==> src/rtl/cba_pkg.sv <==
package cba_pkg;

    localparam int DiskBlocks = 128;
    localparam int DirEntries = 16;
    localparam int IdBits     = 8;

    localparam logic [1:0] CMD_CREATE = 2'd0;
    localparam logic [1:0] CMD_DELETE = 2'd1;
    localparam logic [1:0] CMD_MAP    = 2'd2;

    localparam logic [2:0] ST_OK         = 3'd0;
    localparam logic [2:0] ST_NO_SPACE   = 3'd1;
    localparam logic [2:0] ST_NOT_FOUND  = 3'd2;
    localparam logic [2:0] ST_DIR_FULL   = 3'd3;
    localparam logic [2:0] ST_DUPLICATE  = 3'd4;
    localparam logic [2:0] ST_BAD_LENGTH = 3'd5;

    // Command as it travels from the front end to the executor.
    typedef struct packed {
        logic [1:0] cmd;
        logic [7:0] file_id;
        logic [7:0] run_length;
        logic [6:0] block_index;
        logic       block_free;
    } cmd_t;

    typedef struct packed {
        logic [2:0] status;
        logic [6:0] run_start;
        logic [7:0] run_blocks;
    } res_t;

endpackage

==> src/rtl/contiguous_block_allocator.sv <==
// First-fit contiguous block allocator.
// Commands arrive on a valid/ready channel (cmd, file_id, run_length,
// block_index, block_free); one result per command leaves on a second
// valid/ready channel (status, run_start, run_blocks), in order.
// A two-entry queue parts the command channel from the executor, so up to
// two commands are taken while the executor is busy.
// Create walks the directory at one entry a cycle, then scans the free map
// one block a cycle and marks the found run one block a cycle. Delete walks
// the directory, then frees the file's run; a map write or an unused
// command goes straight to its result. The executor handles one command
// at a time; its cost is set by the entry-serial directory walk and the
// block-serial map walk. Reset marks every block free, empties the
// directory and sets blocks_in_use to 128. If the receiver stalls, the
// result is held and the executor waits after finishing its next command;
// the queue then fills. blocks_in_use is written over the APB port at
// address 0; the user must write it only while idle, as the block itself
// does not enforce this.
module contiguous_block_allocator #(
    parameter int DISK_BLOCKS = cba_pkg::DiskBlocks,
    parameter int DIR_ENTRIES = cba_pkg::DirEntries,
    parameter int ID_BITS     = cba_pkg::IdBits
) (
    input  logic        clk,
    input  logic        rst_n,
    input  logic        psel,
    input  logic        penable,
    input  logic        pwrite,
    input  logic [1:0]  paddr,
    input  logic [31:0] pwdata,
    output logic [31:0] prdata,
    output logic        pready,
    input  logic        in_valid,
    output logic        in_ready,
    input  logic [1:0]  cmd,
    input  logic [7:0]  file_id,
    input  logic [7:0]  run_length,
    input  logic [6:0]  block_index,
    input  logic        block_free,
    output logic        out_valid,
    input  logic        out_ready,
    output logic [2:0]  status,
    output logic [6:0]  run_start,
    output logic [7:0]  run_blocks
);

    localparam logic [1:0] REG_BLOCKS_IN_USE = 2'd0;

    logic [7:0]    blocks_in_use_reg;
    logic          q_valid;
    logic          q_ready;
    cba_pkg::cmd_t q_cmd;
    cba_pkg::res_t res;

    assign pready = 1'b1;
    assign prdata = (paddr == REG_BLOCKS_IN_USE) ? {24'd0, blocks_in_use_reg} : 32'd0;

    always_ff @(posedge clk or negedge rst_n)
    begin
        if (!rst_n)
        begin
            blocks_in_use_reg <= 8'd128;
        end
        else if (psel && penable && pwrite && paddr == REG_BLOCKS_IN_USE)
        begin
            blocks_in_use_reg <= pwdata[7:0];
        end
    end

    cba_front u_front (
        .clk         (clk),
        .rst_n       (rst_n),
        .valid       (in_valid),
        .ready       (in_ready),
        .cmd         (cmd),
        .file_id     (file_id),
        .run_length  (run_length),
        .block_index (block_index),
        .block_free  (block_free),
        .q_valid     (q_valid),
        .q_ready     (q_ready),
        .q_cmd       (q_cmd)
    );

    cba_exec #(
        .DISK_BLOCKS (DISK_BLOCKS),
        .DIR_ENTRIES (DIR_ENTRIES),
        .ID_BITS     (ID_BITS)
    ) u_exec (
        .clk           (clk),
        .rst_n         (rst_n),
        .blocks_in_use (blocks_in_use_reg),
        .q_valid       (q_valid),
        .q_ready       (q_ready),
        .q_cmd         (q_cmd),
        .res_valid     (out_valid),
        .res_ready     (out_ready),
        .res           (res)
    );

    assign status     = res.status;
    assign run_start  = res.run_start;
    assign run_blocks = res.run_blocks;

    a_err_zero: assert property (@(posedge clk) disable iff (!rst_n)
        out_valid && status != cba_pkg::ST_OK |-> run_start == 7'd0 && run_blocks == 8'd0)
        else $error("error result carries a run");

    a_ok_len: assert property (@(posedge clk) disable iff (!rst_n)
        out_valid && status == cba_pkg::ST_OK && run_blocks != 8'd0
        |-> run_blocks <= 8'(DISK_BLOCKS))
        else $error("run longer than disk");

    a_hold: assert property (@(posedge clk) disable iff (!rst_n)
        out_valid && !out_ready |=> out_valid && $stable(status))
        else $error("result dropped under stall");

endmodule

==> src/rtl/cba_front.sv <==
module cba_front (
    input  logic            clk,
    input  logic            rst_n,
    input  logic            valid,
    output logic            ready,
    input  logic [1:0]      cmd,
    input  logic [7:0]      file_id,
    input  logic [7:0]      run_length,
    input  logic [6:0]      block_index,
    input  logic            block_free,
    output logic            q_valid,
    input  logic            q_ready,
    output cba_pkg::cmd_t   q_cmd
);

    // Two-entry queue between the channel and the executor.
    cba_pkg::cmd_t mem_reg [2];
    logic          wr_ptr_reg;
    logic          rd_ptr_reg;
    logic [1:0]    count_reg;
    logic          push;
    logic          pop;
    cba_pkg::cmd_t in_cmd;

    always_comb
    begin
        in_cmd.cmd         = cmd;
        in_cmd.file_id     = file_id;
        in_cmd.run_length  = run_length;
        in_cmd.block_index = block_index;
        in_cmd.block_free  = block_free;
    end

    assign ready   = (count_reg != 2'd2);
    assign push    = valid && ready;
    assign q_valid = (count_reg != 2'd0);
    assign pop     = q_valid && q_ready;
    assign q_cmd   = mem_reg[rd_ptr_reg];

    always_ff @(posedge clk)
    begin
        if (push)
        begin
            mem_reg[wr_ptr_reg] <= in_cmd;
        end
    end

    always_ff @(posedge clk or negedge rst_n)
    begin
        if (!rst_n)
        begin
            wr_ptr_reg <= 1'b0;
            rd_ptr_reg <= 1'b0;
            count_reg  <= 2'd0;
        end
        else
        begin
            if (push)
            begin
                wr_ptr_reg <= ~wr_ptr_reg;
            end
            if (pop)
            begin
                rd_ptr_reg <= ~rd_ptr_reg;
            end
            count_reg <= count_reg + {1'b0, push} - {1'b0, pop};
        end
    end

endmodule

==> src/rtl/cba_exec.sv <==
module cba_exec #(
    parameter int DISK_BLOCKS = cba_pkg::DiskBlocks,
    parameter int DIR_ENTRIES = cba_pkg::DirEntries,
    parameter int ID_BITS     = cba_pkg::IdBits
) (
    input  logic            clk,
    input  logic            rst_n,
    input  logic [7:0]      blocks_in_use,
    input  logic            q_valid,
    output logic            q_ready,
    input  cba_pkg::cmd_t   q_cmd,
    output logic            res_valid,
    input  logic            res_ready,
    output cba_pkg::res_t   res
);

    localparam int BW = $clog2(DISK_BLOCKS);
    localparam int EW = $clog2(DIR_ENTRIES);
    localparam int CW = BW + 1;
    localparam int DW = EW + 1;

    localparam logic [2:0] S_IDLE   = 3'd0;
    localparam logic [2:0] S_DIR    = 3'd1;
    localparam logic [2:0] S_SCAN   = 3'd2;
    localparam logic [2:0] S_FILL   = 3'd3;
    localparam logic [2:0] S_DONE   = 3'd4;

    logic [DISK_BLOCKS-1:0] free_map_reg;
    logic [DIR_ENTRIES-1:0] entry_valid_reg;
    logic [ID_BITS-1:0]     entry_file_reg   [DIR_ENTRIES];
    logic [BW-1:0]          entry_start_reg  [DIR_ENTRIES];
    logic [7:0]             entry_length_reg [DIR_ENTRIES];

    logic [2:0]    state_reg;
    cba_pkg::cmd_t c_reg;
    logic [DW-1:0] dir_reg;
    logic          hit_reg;
    logic [EW-1:0] hit_slot_reg;
    logic          free_slot_ok_reg;
    logic [EW-1:0] free_slot_reg;
    logic [CW-1:0] pos_reg;
    logic [CW-1:0] limit_reg;
    logic [8:0]    run_reg;
    logic [8:0]    left_reg;
    logic          fill_val_reg;
    cba_pkg::res_t acc_reg;
    cba_pkg::res_t res_reg;
    logic          res_valid_reg;

    logic [EW-1:0]      dslot;
    logic [BW-1:0]      bpos;
    logic [8:0]         run_next;
    logic [CW-1:0]      n_lim;

    assign dslot    = dir_reg[EW-1:0];
    assign bpos     = pos_reg[BW-1:0];
    assign run_next = free_map_reg[bpos] ? run_reg + 9'd1 : 9'd0;
    assign n_lim    = ({1'b0, blocks_in_use} > 9'(DISK_BLOCKS)) ? CW'(DISK_BLOCKS)
                                                                 : CW'(blocks_in_use);
    assign q_ready   = (state_reg == S_IDLE);
    assign res_valid = res_valid_reg;
    assign res       = res_reg;

    always_ff @(posedge clk or negedge rst_n)
    begin
        if (!rst_n)
        begin
            free_map_reg <= '1;
        end
        else if (state_reg == S_FILL && left_reg != 9'd0 && pos_reg < CW'(DISK_BLOCKS))
        begin
            free_map_reg[bpos] <= fill_val_reg;
        end
        else if (state_reg == S_IDLE && q_valid && q_cmd.cmd == cba_pkg::CMD_MAP
                 && {1'b0, q_cmd.block_index} < 8'(DISK_BLOCKS))
        begin
            free_map_reg[q_cmd.block_index[BW-1:0]] <= q_cmd.block_free;
        end
    end

    always_ff @(posedge clk or negedge rst_n)
    begin
        if (!rst_n)
        begin
            state_reg       <= S_IDLE;
            res_valid_reg   <= 1'b0;
            res_reg         <= '0;
            entry_valid_reg <= '0;
        end
        else
        begin
            // The result register only changes once the previous transfer has gone.
            if (state_reg == S_DONE && (!res_valid_reg || res_ready))
            begin
                res_valid_reg <= 1'b1;
                res_reg       <= acc_reg;
            end
            else if (res_valid_reg && res_ready)
            begin
                res_valid_reg <= 1'b0;
            end
            case (state_reg)
                S_IDLE:
                begin
                    if (q_valid)
                    begin
                        c_reg            <= q_cmd;
                        dir_reg          <= '0;
                        hit_reg          <= 1'b0;
                        free_slot_ok_reg <= 1'b0;
                        pos_reg          <= '0;
                        run_reg          <= '0;
                        limit_reg        <= n_lim;
                        acc_reg          <= '0;
                        if (q_cmd.cmd == cba_pkg::CMD_CREATE && q_cmd.run_length == 8'd0)
                        begin
                            acc_reg.status <= cba_pkg::ST_BAD_LENGTH;
                            state_reg      <= S_DONE;
                        end
                        else if (q_cmd.cmd == cba_pkg::CMD_CREATE
                                 || q_cmd.cmd == cba_pkg::CMD_DELETE)
                        begin
                            state_reg <= S_DIR;
                        end
                        else
                        begin
                            state_reg <= S_DONE;
                        end
                    end
                end
                S_DIR:
                begin
                    // One directory entry per cycle.
                    if (dir_reg == DW'(DIR_ENTRIES))
                    begin
                        if (c_reg.cmd == cba_pkg::CMD_DELETE)
                        begin
                            if (!hit_reg)
                            begin
                                acc_reg.status <= cba_pkg::ST_NOT_FOUND;
                                state_reg      <= S_DONE;
                            end
                            else
                            begin
                                entry_valid_reg[hit_slot_reg] <= 1'b0;
                                pos_reg      <= CW'(entry_start_reg[hit_slot_reg]);
                                left_reg     <= {1'b0, entry_length_reg[hit_slot_reg]};
                                fill_val_reg <= 1'b1;
                                acc_reg.run_start  <= 7'(entry_start_reg[hit_slot_reg]);
                                acc_reg.run_blocks <= entry_length_reg[hit_slot_reg];
                                state_reg    <= S_FILL;
                            end
                        end
                        else if (hit_reg)
                        begin
                            acc_reg.status <= cba_pkg::ST_DUPLICATE;
                            state_reg      <= S_DONE;
                        end
                        else if (!free_slot_ok_reg)
                        begin
                            acc_reg.status <= cba_pkg::ST_DIR_FULL;
                            state_reg      <= S_DONE;
                        end
                        else
                        begin
                            state_reg <= S_SCAN;
                        end
                    end
                    else
                    begin
                        if (entry_valid_reg[dslot]
                            && entry_file_reg[dslot] == c_reg.file_id[ID_BITS-1:0]
                            && !hit_reg)
                        begin
                            hit_reg      <= 1'b1;
                            hit_slot_reg <= dslot;
                        end
                        if (!entry_valid_reg[dslot] && !free_slot_ok_reg)
                        begin
                            free_slot_ok_reg <= 1'b1;
                            free_slot_reg    <= dslot;
                        end
                        dir_reg <= dir_reg + DW'(1);
                    end
                end
                S_SCAN:
                begin
                    // First fit: one block per cycle, stop on a fit or at limit_reg.
                    if (pos_reg >= limit_reg)
                    begin
                        acc_reg.status <= cba_pkg::ST_NO_SPACE;
                        state_reg      <= S_DONE;
                    end
                    else if (run_next == {1'b0, c_reg.run_length})
                    begin
                        pos_reg   <= pos_reg + CW'(1) - CW'(c_reg.run_length);
                        left_reg  <= {1'b0, c_reg.run_length};
                        fill_val_reg <= 1'b0;
                        entry_valid_reg[free_slot_reg]  <= 1'b1;
                        entry_file_reg[free_slot_reg]   <= c_reg.file_id[ID_BITS-1:0];
                        entry_start_reg[free_slot_reg]  <=
                            BW'(pos_reg + CW'(1) - CW'(c_reg.run_length));
                        entry_length_reg[free_slot_reg] <= c_reg.run_length;
                        acc_reg.run_start  <= 7'(pos_reg + CW'(1) - CW'(c_reg.run_length));
                        acc_reg.run_blocks <= c_reg.run_length;
                        state_reg <= S_FILL;
                    end
                    else
                    begin
                        run_reg <= run_next;
                        pos_reg <= pos_reg + CW'(1);
                    end
                end
                S_FILL:
                begin
                    if (left_reg == 9'd0 || pos_reg >= CW'(DISK_BLOCKS))
                    begin
                        state_reg <= S_DONE;
                    end
                    else
                    begin
                        left_reg <= left_reg - 9'd1;
                        pos_reg  <= pos_reg + CW'(1);
                    end
                end
                S_DONE:
                begin
                    if (!res_valid_reg || res_ready)
                    begin
                        state_reg <= S_IDLE;
                    end
                end
                default:
                begin
                    state_reg <= S_IDLE;
                end
            endcase
        end
    end

endmodule
==> config.mk <==
export PLATFORM = sky130hd
export DESIGN_NAME = contiguous_block_allocator
export DESIGN_NICKNAME = d
export VERILOG_FILES = /design/src/rtl/cba_pkg.sv /design/src/rtl/contiguous_block_allocator.sv /design/src/rtl/cba_front.sv /design/src/rtl/cba_exec.sv
export SDC_FILE = /design/constraint.sdc
export NUM_CORES = 1
export LEC_CHECK = 0
export BUFFER_PORTS_ARGS = -buffer_cell sky130_fd_sc_hd__buf_4
export CAP_MARGIN = 20
export CORE_UTILIZATION = 35
export DETAILED_ROUTE_END_ITERATION = 16
export GPL_ROUTABILITY_DRIVEN = 0
export PLACE_DENSITY = 0.55
export SETUP_SLACK_MARGIN = 0.5
export SYNTH_ARGS = -nofsm -noshare
export SYNTH_HDL_FRONTEND = slang
export SYNTH_SLANG_ARGS = --single-unit
==> constraint.sdc <==
create_clock -name clk -period 5.95 [get_ports clk]
set_input_delay 0.595 -clock clk [delete_from_list [all_inputs] [get_ports clk]]
set_output_delay 0.595 -clock clk [all_outputs]
set_load 0.05 [all_outputs]
## Yosys cells after proc, flatten, opt, wreduce, memory -nomap -nowiden

Memories as Yosys holds them, arrays and structs flattened. A register that Yosys moved wholly into a read port is not among the register bits.
Index checks and enable logic that the tools add are counted.

- Input bits: 67
- Bits in writable memories: 420
- Memories kept: 4
- Output and inout port bits: 53
- Flip-flop bits (word level): 264

- Mux-type cells: 96
- Magnitude comparators: 13
- Bitwise operators: 6
- Add/subtract/negate cells: 7
- Reductions and logical operators: 55
- Equal/unequal tests: 28

Memory list:

| name | depth | width | read ports | clocked after Yosys merged registers in | write ports | line | RTL |
|---|---|---|---|---|---|---|---|
| u_exec.entry_file_reg | 16 | 8 | 1 | 1 | 1 | cba_exec.sv:30 | `logic [ID_BITS-1:0] entry_file_reg [DIR_ENTRIES];` |
| u_exec.entry_length_reg | 16 | 8 | 1 | 1 | 1 | cba_exec.sv:32 | `logic [7:0] entry_length_reg [DIR_ENTRIES];` |
| u_exec.entry_start_reg | 16 | 7 | 1 | 1 | 1 | cba_exec.sv:31 | `logic [BW-1:0] entry_start_reg [DIR_ENTRIES];` |
| u_front.mem_reg | 2 | 26 | 1 | 0 | 1 | cba_front.sv:17 | `cba_pkg::cmd_t mem_reg [2];` |

Operators by type and width:

| kind | number |
|---|---|
| $bwmux 128 | 2 |
| $mux 128 | 2 |
| $mux 9 | 10 |
| $mux 16 | 5 |
| $mux 8 | 8 |
| $mux 15 | 4 |
| $mux 3 | 18 |
| $pmux 18 s3 | 1 |
| $mux 18 | 2 |
| $pmux 16 s2 | 1 |
| $pmux 8 s4 | 1 |
| $pmux 9 s3 | 1 |
| $mux 1 | 24 |
| $reduce_and 8->1 | 3 |
| $reduce_and 5->1 | 4 |
| $logic_and 1x1->1 | 19 |
| $pmux 9 s2 | 1 |
| $and 16x16->16 | 1 |
| $lt 7x8->1 const B | 2 |
| $ne 2x1->1 const B | 8 |
| $not 16->16 | 1 |
| $or 16x16->16 | 1 |
| $lt 4x5->1 const B | 3 |
| $pmux 3 s5 | 1 |
| other kinds (48) | 82 |

## Logic depth before layout (Yosys ltp)

- Depth after elaboration: 10
- Depth in mapped cells: 13

## Cells and area by module

A second synthesis with hierarchy kept.

- Cell total of the unflattened synthesis: 2215
- Area, all modules: 31959.4 um2

Modules (own cells, without submodules):

| module | area an instance (um2) | sequential area each (um2) | cells each | times used |
|---|---|---|---|---|
| cba_exec | 29221.8 | 18107.4 | 2064 | 1 |
| cba_front | 2158.3 | 1661.6 | 98 | 1 |
| contiguous_block_allocator | 579.3 | 201.4 | 53 | 1 |

## Least setup slack after synthesis

Ideal clock, no wire load.

- Path kind: flip-flop to flip-flop
- From: register u_exec.pos_reg[0]
- To: register u_exec.acc_reg[0] (netlist bit) (enable)
- Setup slack: 1.681 ns
- Clock period less this slack: 4.269 ns
- Data arrival time: 3.855 ns
- Stages on the path, launching flop included: 14
- Cells stage by stage: edfxtp_1 -> buf_4 -> buf_2 -> inv_1 -> ha_1 -> nand2b_1 -> a21o_1 -> a21o_1 -> a21o_1 -> a21o_1 -> a21o_1 -> a21oi_1 -> nand2b_1 -> a221oi_1

- Longest elaborated chain between the ends: 6

RTL lines:

| element | line | RTL |
|---|---|---|
| start: declaration | cba_exec.sv:41 | `logic [CW-1:0] pos_reg;` |
| start signal: assignment | cba_exec.sv:146 | `pos_reg <= CW'(entry_start_reg[hit_slot_reg]);` |
| start signal: assignment | cba_exec.sv:196 | `pos_reg <= pos_reg + CW'(1) - CW'(c_reg.run_length);` |
| start signal: assignment | cba_exec.sv:211 | `pos_reg <= pos_reg + CW'(1);` |
| $bmux 1 s7 | cba_exec.sv:57 | `assign run_next = free_map_reg[bpos] ? run_reg + 9'd1 : 9'd0;` |
| $mux 1 (not written as such) | cba_exec.sv:57 |  |
| $mux 9 | cba_exec.sv:57 |  |
| $eq 9x8->1 | cba_exec.sv:194 | `else if (run_next == {1'b0, c_reg.run_length})` |
| $ne 2x1->1 (no source line) | -- |  |
| $reduce_and 8->1 (no source line) * | -- |  |
| end: declaration | cba_exec.sv:46 | `cba_pkg::res_t acc_reg;` |

Mark *: on every way between the ends. The rest lies on a longest branch, timed or not. The select of a mux whose other input is x is not followed.
A chain may end at the register's enable or synchronous reset.

## Final worst setup path

- From: register u_exec.pos_reg[2]
- To: memory u_exec.entry_length_reg[9][3] (enable)

- Longest elaborated chain between the ends: 9

RTL lines:

| element | line | RTL |
|---|---|---|
| $bmux 1 s7 | cba_exec.sv:57 |  |
| $mux 1 (not written as such) | cba_exec.sv:57 |  |
| $mux 9 | cba_exec.sv:57 |  |
| $eq 9x8->1 | cba_exec.sv:194 |  |
| $mux 1 | cba_exec.sv:194 |  |
| $mux 1 * | cba_exec.sv:189 | `if (pos_reg >= limit_reg)` |
| $mux 1 * | cba_exec.sv:102 | `case (state_reg)` |
| $logic_and 1x1->1 (not written as such) * | cba_exec.sv:203 | `entry_length_reg[free_slot_reg] <= c_reg.run_length;` |
| $mux 1 (not written as such) * | cba_exec.sv:203 |  |
| end: declaration | cba_exec.sv:32 |  |

Marked as above.

==> metrics <==
Req. time, crit path=6.29 ns; first-pass GRT wire length=133900 um; Slew @ Worst Pin=1.162 ns; Distinct cells, synth=61; crit path max fanout=42; setup_tns=0 ns; Starting DRT DRC Count=2118; endpoints failing setup=0; Main synth FF type=edfxtp_1; DR pass1 iterations=6; CP Cell Sequence=buf_4 > mux4_2 > mux4_2 > mux2i_1 > a22oi_1 > nand3_1 > mux2i_2 > a2111oi_4 > nand3_1 > nor2_2 > buf_12; Final min period=4.490 ns; PortBufs=70; Slew Limit Headroom=22.32%; clk root buf=clkbuf_16; initial antenna violation count=1; Max clock buf depth=3; Crit Path Category=reg -> reg; Die Wd=302.6 um; Seq cells post-synth=692; Clk pin slew, worst setup/hold paths=0.06 ns; post_cts resized=0; P_leak=11.78 nW; I/O pins=120; startpoint types=flop; hold-fix buffers at CTS=0; Total Wirelength=89820 um; post-route cell area=0.03611 mm2; Global Route Usage Sum=19.66%; Worst path slowest cell=buf_4; Via density=5.883; per-cell routed wire length=25.93 um; outcome=finished clean; FF-to-FF Start=u_exec.pos_reg[2]; R2R cell count=11; share of layout cells above drive strength 1=27.59%; core box area=0.08892 mm2; power density cells=454.8 mW/mm2; DP HPWL=57750 um; vias in the first global route=20.41k; Skew-Pair Late Insertion Delay=0.65 ns; Seq/Total Area, Yosys=63.13%; total grt overflow=0; fin nets=2326; Post-synth ARST share=25.72%; CP max stage delay=0.55 ns; Worst Path Arrival=4.83 ns; Remaining DRCs=0; Mapped Area=0.03163 mm2; DIE HEIGHT=302.6 um; die area=0.09158 mm2; Peak VDD IR=0.2027 mV; crit path from=u_exec.pos_reg[2]; clock skew=0.06316 ns; Crit path depth=11; CTS H-Tree Depth=3; area post-placement=0.03359 mm2; Fmax=222.7 MHz; Setup Buffers After CTS=0; Mean Syn Cell Area=14.62 um2; Max Slew Vio Count=0; CTS tree=done; max_cap viols=0; HP Class=in -> async; Detail Route Antenna Nets=0; EDFF count, synth=506; Vias=20.38k; Worst Path Buf+Inv=2; clock buffer count from CTS=77; Worst Setup End Kind=flop; cell count after synthesis=2164; warnings from Yosys=0; synth-to-layout area growth=14.15%; row count=109; delay-heaviest family, CP=multiplexers; starting density of the core=35.57%; largest net degree at the start of global routing=84; fin crit share=75.46%; RSZ-0062 raised after global routing=no; Final Hold Fails=0; fillers=8078; clk sinks=692
## path summary, 6_finish.rpt
kind | end | slack, ns
min reg2reg | u_exec.res[10] | 0.47
min | blocks_in_use_reg[3] | 0.05
min in group clk | u_front.mem_reg[1][17] | 0.15
max in group asynchronous | u_exec.res[12] | 4.60
max | u_exec.entry_length_reg[9][3] | 1.46
max reg2reg | u_exec.entry_length_reg[9][3] | 1.46
## cell usage after synthesis (all sizes together) (22+ instances only)
master	count	area, um2
edfxtp	506	15190
mux4	159	3581
nand2	138	518.0
dfstp	129	3390
o22ai	128	800.8
clkbuf	120	450.4
a21oi	88	444.2
a31oi	78	488.0
o22a	75	656.9
o21ai	71	355.3
nor2	64	240.2
nand3	60	300.3
buf	53	320.3
o21a	53	397.9
o221ai	51	446.7
dfrtp	49	1226
mux2	49	551.8
inv	47	176.4
xnor2	35	306.5
ha	22	275.3
## cells by family after synthesis
group	Yosys count	share of synthesized area, %
fa+ha+maj	23	0.9335
mux	223	13.55
compound gates	582	12.48
simple gates	375	5.589
other cells	2	0.02374
xor+xnor	47	1.301
buf+inv	220	2.994
flops	692	63.13
## where the power goes
part | switching [mW] | internal (mW) | total (mW)
combinational | 2.94 | 1.55 | 4.49
clock | 2.04 | 2.73 | 4.77
sequential | 0.632 | 6.53 | 7.16
total | 5.62 | 10.8 | 16.4
## worst reg2reg max path, cell delays in order (launching register included)
cell and delay [ns]:
edfxtp_1 0.32, buf_4 0.55, mux4_2 0.49, mux4_2 0.53
mux2i_1 0.20, a22oi_1 0.16, nand3_1 0.18, mux2i_2 0.13
a2111oi_4 0.53, nand3_1 0.35, nor2_2 0.51, buf_12 0.23
## metal layers
metal,vias to the layer above,GRT usage [%],share of wire (%)
met3,205,3.659,8.0
met1,10380,27.40,42
met4,0,7.801,3.6
li1,8774,-,-
met2,1021,30.39,46
met5,-,0,0
## layout make-up
cell class	instances	area, um2	area share, %
clock buffer	97	2042	5.655
timing repair buffer	143	1106	3.063
antenna	1	2.502	0.006930
clock inverter	44	474.2	1.313
multi-input combinational	1275	10870	30.11
inverter	47	176.4	0.4886
sequential	692	19980	55.33
tap	1165	1458	4.037
## per-stage QoR
step	hold slack, ns	total power [mW]	cells	setup WS (ns)	utilization, %
4_1_cts	0.02107	16.49	3462	1.429	40.60
6_report	0.04785	16.42	3464	1.460	40.61
3_5_place_dp	0.4679	11.70	3321	1.481	37.77
5_1_grt	0.07187	17.08	3463	1.242	40.61
2_1_floorplan	0.2994	9.974	2187	1.681	-
3_3_place_gp	0.4661	11.57	3319	1.524	37.75
## placed cells by master, fill, tap and decap left out, drive strengths merged, types with 4 or more instances in the layout
| master | count |
|---|---|
| nand3 | 60 |
| dfrtp | 49 |
| buf | 141 |
| inv | 53 |
| dfstp | 129 |
| nor2b | 21 |
| nand4 | 10 |
| edfxtp | 506 |
| clkbuf | 99 |
| o21ai | 71 |
| or2 | 10 |
| or3 | 7 |
| o32ai | 9 |
| o21a | 53 |
| and2 | 15 |
| nand2 | 138 |
| ha | 22 |
| a21o | 6 |
| nor3 | 10 |
| o22a | 75 |
| mux2 | 49 |
| mux4 | 159 |
| dfxtp | 8 |
| nand2b | 15 |
| xnor2 | 35 |
| clkinv | 29 |
| and3 | 10 |
| o22ai | 128 |
| nor4 | 4 |
| o221ai | 51 |
| a21oi | 88 |
| or4 | 6 |
| conb | 25 |
| nor2 | 64 |
| xor2 | 12 |
| mux2i | 15 |
| bufinv | 6 |
| a31oi | 78 |
No activity file was read; power rests on OpenSTA's default activity.
